`src/rtl/bfp_pkg.sv`:
```
// Package for the best-fit buffer pool evictor: shared types and codes.
// Used by the slot cell, the pool chain and the core.
`default_nettype none
package bfp_pkg;

  typedef enum logic [1:0] {
    OP_REQUEST = 2'd0,
    OP_RETURN  = 2'd1,
    OP_RECHECK = 2'd2,
    OP_SPARE   = 2'd3
  } opcode_t;

  typedef enum logic [2:0] {
    KIND_FIT      = 3'd0,
    KIND_GROW     = 3'd1,
    KIND_NEW      = 3'd2,
    KIND_EVICTED  = 3'd3,
    KIND_ACCEPTED = 3'd4,
    KIND_DUP      = 3'd5,
    KIND_FULL     = 3'd6,
    KIND_RECHECK  = 3'd7
  } kind_t;

  typedef enum logic [1:0] {
    CFG_LIMIT = 2'd0,
    CFG_AVAIL = 2'd1,
    CFG_RATIO = 2'd2,
    CFG_NONE  = 2'd3
  } cfg_idx_t;

  typedef enum logic [2:0] {
    ST_IDLE,
    ST_SCAN,
    ST_PICK,
    ST_REMOVE,
    ST_EMIT,
    ST_CHECK
  } state_t;

  // One pooled buffer.
  typedef struct packed {
    logic [15:0] id;
    logic [30:0] verts;
    logic [30:0] idxs;
    logic [39:0] bytes;
  } entry_t;

  localparam int RatioOne = 65536;

  // Control from the core to the slot chain.
  typedef struct packed {
    logic scan_load;  // copy slots into the scan chain
    logic scan_shift; // advance scan chain by one
    logic append;     // write entry at the end
    logic remove;     // move last entry into the hole
  } chain_ctl_t;

endpackage
`default_nettype wire

```
`src/rtl/bfp_cell.sv`:
```
// One slot cell: a stored entry plus a scan register handing to its neighbour.
// Depends on bfp_pkg.
`default_nettype none
module bfp_cell (
  input  wire                  clk,
  input  wire bfp_pkg::chain_ctl_t ctl,
  input  wire                  wr_en,
  input  wire bfp_pkg::entry_t wr_data,
  input  wire bfp_pkg::entry_t scan_in,
  output bfp_pkg::entry_t      slot_q,
  output bfp_pkg::entry_t      scan_q
);
  bfp_pkg::entry_t slot_r, slot_nxt;
  bfp_pkg::entry_t scan_r, scan_nxt;

  // Load the slot on write, load or shift the scan copy.
  always_comb begin
    slot_nxt = wr_en ? wr_data : slot_r;
    scan_nxt = scan_r;
    if (ctl.scan_load) begin
      scan_nxt = slot_r;
    end else if (ctl.scan_shift) begin
      scan_nxt = scan_in;
    end
  end

  always_ff @(posedge clk) begin
    slot_r <= slot_nxt;
    scan_r <= scan_nxt;
  end

  assign slot_q = slot_r;
  assign scan_q = scan_r;
endmodule
`default_nettype wire

```
`src/rtl/bfp_chain.sv`:
```
// Row of slot cells; cell 0 feeds the scan output, each cell shifts down.
// Depends on bfp_pkg and bfp_cell.
`default_nettype none
module bfp_chain #(
  parameter int DEPTH = 16,
  parameter int IW    = 4
) (
  input  wire                  clk,
  input  wire bfp_pkg::chain_ctl_t ctl,
  input  wire [IW-1:0]         wr_idx,
  input  wire bfp_pkg::entry_t wr_data,
  input  wire [IW-1:0]         rd_idx,
  output bfp_pkg::entry_t      rd_data,
  output bfp_pkg::entry_t      scan_out
);
  bfp_pkg::entry_t slot_q [DEPTH];
  bfp_pkg::entry_t scan_q [DEPTH];

  genvar g;
  for (g = 0; g < DEPTH; g++) begin : g_cell
    bfp_pkg::entry_t nb;
    logic            we;
    assign nb = (g == DEPTH - 1) ? scan_q[g] : scan_q[(g + 1) % DEPTH];
    assign we = (ctl.append || ctl.remove) && (wr_idx == IW'(g));
    bfp_cell u_cell (
      .clk(clk), .ctl(ctl), .wr_en(we), .wr_data(wr_data),
      .scan_in(nb), .slot_q(slot_q[g]), .scan_q(scan_q[g])
    );
  end

  assign scan_out = scan_q[0];
  assign rd_data  = slot_q[rd_idx];
endmodule
`default_nettype wire

```
`config.mk`:
```
export PLATFORM = sky130hd
export DESIGN_NAME = bfp_chain
export DESIGN_NICKNAME = d
export VERILOG_FILES = /design/src/rtl/bfp_pkg.sv /design/src/rtl/bfp_cell.sv /design/src/rtl/bfp_chain.sv
export SDC_FILE = /design/constraint.sdc
export NUM_CORES = 2
export LEC_CHECK = 0
export BUFFER_PORTS_ARGS = -buffer_cell sky130_fd_sc_hd__clkbuf_2
export CAP_MARGIN = 0
export CORE_MARGIN = 10
export CORE_UTILIZATION = 55
export CTS_CLUSTER_DIAMETER = 120
export CTS_CLUSTER_SIZE = 28
export DETAILED_ROUTE_END_ITERATION = 6
export PLACE_DENSITY = 0.82
export SYNTH_ARGS = -nofsm -noshare
export SYNTH_HDL_FRONTEND = slang
export SYNTH_HIERARCHICAL = 1
export SYNTH_SLANG_ARGS = --single-unit
```
`constraint.sdc`:
```
create_clock -name clk -period 15.6 [get_ports clk]
set_input_delay 3.12 -clock clk [delete_from_list [all_inputs] [get_ports clk]]
set_output_delay 3.12 -clock clk [all_outputs]
set_load 0.05 [all_outputs]
```
---- After elaboration in Yosys (flattened, before gate mapping) ----
Cells that the tools add are included.
storage, ports and cells
  memory bits (writable) .................. 0
  word-level logic and storage cells ...... 197
  memories ................................ 0
  bits in read-only memories .............. 0
  input bits .............................. 131
  output and inout port bits .............. 236
  bits in latches ......................... 0
  bits in registers ....................... 3,776
operators by class
  div/mod/pow operators ................... 0
  equality and inequality tests ........... 15
  reductions and logical operators ........ 19
  $lt $le $gt $ge ......................... 1
  $mul .................................... 0
  shifts and indexed selects .............. 0
  add/subtract/negate cells ............... 0
  bitwise operators ....................... 1
  muxes and demuxes ....................... 33
operators by type and width
  cell                count
  $mux 118            32
  $bmux 118 s4        1
  $eq 4x4->1 const B  8
  $eq 4x3->1 const B  4
  $logic_and 1x1->1   16
  $eq 4x2->1 const B  2
  $ge 5x5->1 const B  1
  $not 4->5           1
  $eq 4x1->1 const B  1
  $logic_not 4->1     1
  $reduce_bool 2->1   1
  $logic_or 1x1->1    1

---- Longest topological paths before layout ----
  depth after elaboration ................. 4
  gate-level depth with buffers ........... 7

---- Cells and area by module ----
Netlist, hierarchy kept.
modules (own cells, without submodules)
  module     cells each  times used  sequential area each (um2)  area each (um2)
  bfp_cell   368         16          7,086.8                     8,564.5
  bfp_chain  1,012       1           0.0                         13,741.9

---- Worst setup path before layout ----
No wires, ideal clock.
  path type ............................... input port to flip-flop
  start point ............................. input wr_idx[0]
  end point ............................... register g_cell[1].u_cell.slot_r (netlist bit g_cell[1].u_cell/slot_q[0]), enable pin
  arrival time ............................ 11.549 ns
  setup slack ............................. 3.310 ns
  stages .................................. 3
  setup time .............................. 0.741 ns
  path through ............................ inv_1 or3_1 nor3_1
between the ends
  longest elaborated chain between the ends .. 2
ends and longest elaborated chain
  element                 RTL line         source
  start: declaration      bfp_chain.sv:10  input wire [IW-1:0] wr_idx,
  $eq 4x1->1              bfp_chain.sv:24  assign we = (ctl.append || ctl.remove) && (wr_idx == IW'(g));
  $logic_and 1x1->1       bfp_chain.sv:24
  net g_cell[1].we        bfp_chain.sv:22  logic we;
  end signal: assignment  bfp_cell.sv:28   slot_r <= slot_nxt;
  end: declaration        bfp_cell.sv:13   bfp_pkg::entry_t slot_r, slot_nxt;
The timed path passes the listed nets, and every way through them passes these cells.
A chain may end at the register's enable or synchronous reset.

==> metrics.json <==
{
  "timing.rr.start": "g_cell[0].u_cell/slot_q[91]",
  "cts_hold_buffers_added": 0,
  "cts_repair_resize_count": 0,
  "design.die.area_sq_um": 295000,
  "gp_routability_congestion": 0.782,
  "setup_viol_count_final": 0,
  "cts_root_buffer": "clkbuf_16",
  "worst-endpoint-required_ns": 12.48,
  "grt_first_pass_wirelength_um": 526000,
  "worst-path-buf-inv": 4,
  "detailedRoute.firstPassIterationCount": 6,
  "row_count": 192,
  "starting_drt_drc_count": 9986,
  "area_occupied_by_multi_input_gates_sq_um": 34500,
  "final-max-slew-violation-count": 0,
  "fp.dieW_um": 544,
  "initial_core_util_pct": 55.2,
  "wl_per_cell_um": 34.1,
  "cell_family_contributing_the_most_delay_on_the_critical_path": "buffers and inverters",
  "dr_total_vias": 72246,
  "cts_made_buffers": 161,
  "number_of_max_capacitance_violations_reported": 0,
  "fin_ws_ns": 5.61,
  "max_freq_ghz": 0.100,
  "clock-sinks": 3776,
  "groute.usage.overall_pct": 24.2,
  "clock_latency_ns": 0.92,
  "clock_skews_ns": 0.0747,
  "outcome": "finished, final reports clean",
  "max_vdd_drop_v": 0.000113,
  "end_of_the_worst_register_to_register_path": "g_cell[0].u_cell/scan_q[91]",
  "initial_antenna_violation_count": 48,
  "cts_buffer_depth": 4,
  "postRouteAntennaNets": 0,
  "setup_repair_after_global_routing_missed_its_margin": "no",
  "buffer_ports.inserted": 366,
  "post_synth_num_cell_types": 19,
  "worst_hold_path_type": "register to register",
  "syn_area_per_cell_sq_um": 21.9,
  "routed_wirelength_um": 368000,
  "syn-instance-count": 6900,
  "final_layout_size_suffix_gt1_share_pct": 42.5,
  "drt-vias-per-instance": 6.68,
  "critPathMostFrequentCell": "buf_4",
  "path_max_fanout": 84,
  "period_needed_ns": 9.99,
  "floorplan.core_area_sq_um": 273000,
  "period_share_pct": 64.1,
  "first_global_vias": 73875,
  "min-delay-start": "g_cell[14].u_cell/scan_q[31]",
  "worstSetupStartpointType": "input pin",
  "finalSetupTns_ns": 0,
  "fin_nets": 7326,
  "syn2layout_area_growth_pct": 5.99,
  "sequential_area_sq_um": 113000,
  "hold_depth": 1,
  "path_class": "input pin to output port",
  "ctsHtreeMaxLevel": 4,
  "ios": 367,
  "fp.dieH_um": 544,
  "worst-endpoint-arrival_ns": 6.87,
  "grt_overflow_total": 0,
  "cts_setup_buffers": 0,
  "critical_path.cell_chain": "buf_8 > buf_4 > buf_4 > mux4_2 > a22oi_1 > nand2_1 > clkbuf_2",
  "syn_area_sq_um": 151000,
  "n_fill_cell": 18649,
  "min_delay_worst_endpoint": "g_cell[13].u_cell/scan_q[31]",
  "post_syn_nets": 7031,
  "critical_path.max_stage_delay_ns": 0.97,
  "grt_max_degree": 190,
  "clk_pin_slew_ns": 0.10,
  "crit_path_top_delay_cell": "buf_4",
  "hold_violations": 0,
  "timing.critical_path.to_type": "output port",
  "worst_setup_timing_slack_at_the_placement_stage_ns": 5.63,
  "leakagePower_nw": 52.2,
  "cts_tree": "yes",
  "hpwl_um": 199000,
  "worst_slew_margin_relative_to_its_limit_pct": 12.0,
  "postSynthRegisterBits": 3776,
  "regToRegSetupSlack_ns": 14.47,
  "synth_warn": 6,
  "max_slew.worst_pin.slew_ns": 1.32,
  "drc_errors": 0,
  "power-per-cell-area_nw_per_um2": 117,
  "worst_r2r_path_depth": 1,
  "yosysSeqAreaShare_pct": 75.2
}
[registers in the layout, indices dropped and copies added, names as in the netlist]
| signal | flops |
|---|---|
| g_cell.u_cell/scan_q | 1888 |
| g_cell.u_cell/slot_q | 1888 |
[kinds of logic after synthesis]
kind of cell	synth area share [%]
mux	21.2
buf+inv	2.02
compound gates	1.19
flops	75.2
simple gates	0.440
[area by class of cell]
class                      count  share of cell area (%)
clock inverter                 9                  0.0822
antenna                       19                  0.0298
sequential                  3776                    71.0
tap                         3589                    2.81
clock buffer                 165                    2.58
timing repair buffer         497                    1.94
inverter                       1                 0.00235
multi-input combinational   2758                    21.6
[cell usage after synthesis, drive strengths merged]
cell    number  area [sq um]
and2         1          6.26
nand2      119           447
mux2      1888         21300
or2         16           100
clkbuf      55           206
nor2        14          52.6
o211ai       2          15.0
or3          2          12.5
buf        310          2830
a22oi      236          1770
mux4       472         10600
nand2b       2          12.5
nor3         4          20.0
nor2b        2          12.5
inv          1          3.75
edfxtp    3776        113000
[cells in the final DEF, fill, tap and decap left out, types with 16 or more instances in the layout]
| master | netlist | layout |
|---|---|---|
| buf_12 | 0 | 21 |
| diode_2 | 0 | 19 |
| mux4_2 | 472 | 472 |
| nand2_1 | 119 | 119 |
| a22oi_1 | 236 | 236 |
| clkbuf_16 | 0 | 165 |
| or2_4 | 0 | 16 |
| clkbuf_2 | 0 | 363 |
| mux2_2 | 1888 | 1888 |
| edfxtp_1 | 3776 | 3776 |
| buf_4 | 16 | 111 |
[stage by stage]
step	utilization (%)	instances	hold slack, ns	total power [W]	instance area, sq um
finish	58.5	10814	0.506	0.0186	160000
CTS	58.5	10795	0.517	0.0187	160000
global route	58.5	10803	0.526	0.0191	160000
global placement	56.9	10621	0.526	0.0139	155000
floorplan	-	6900	0.525	0.0134	151000
detailed placement	56.9	10621	0.532	0.0140	155000
[power breakdown]
| part | internal [W] | switching, W |
|---|---|---|
| Clock | 0.00194 | 0.00294 |
| Sequential | 0.0119 | 0.000196 |
| Combinational | 0.000620 | 0.00106 |
| Total | 0.0144 | 0.00420 |
[per-layer routing]
metal / GRT usage, % / share of wire (%) / vias to the layer above
li1: - / - / 28764
met1: 34.2 / 39 / 38670
met2: 39.0 / 48 / 4177
met3: 5.24 / 10 / 593
met4: 5.77 / 2.6 / 42
met5: 0 / 0.069 / -
[worst max-delay path by stage]
stage          startpoint  cells after the start                         end  slack, ns
2_1_floorplan   wr_idx[0]                      3  g_cell[1].u_cell/slot_q[0]       3.31
3_3_place_gp    rd_idx[3]                      7                 rd_data[47]       5.68
3_5_place_dp    rd_idx[0]                      7                 rd_data[10]       5.63
4_1_cts         rd_idx[0]                      7                 rd_data[10]       5.62
5_1_grt         rd_idx[0]                      7                 rd_data[15]       5.47
6_report        rd_idx[1]                      7                 rd_data[27]       5.61
Note: power is estimated with default switching activity, not from simulation.
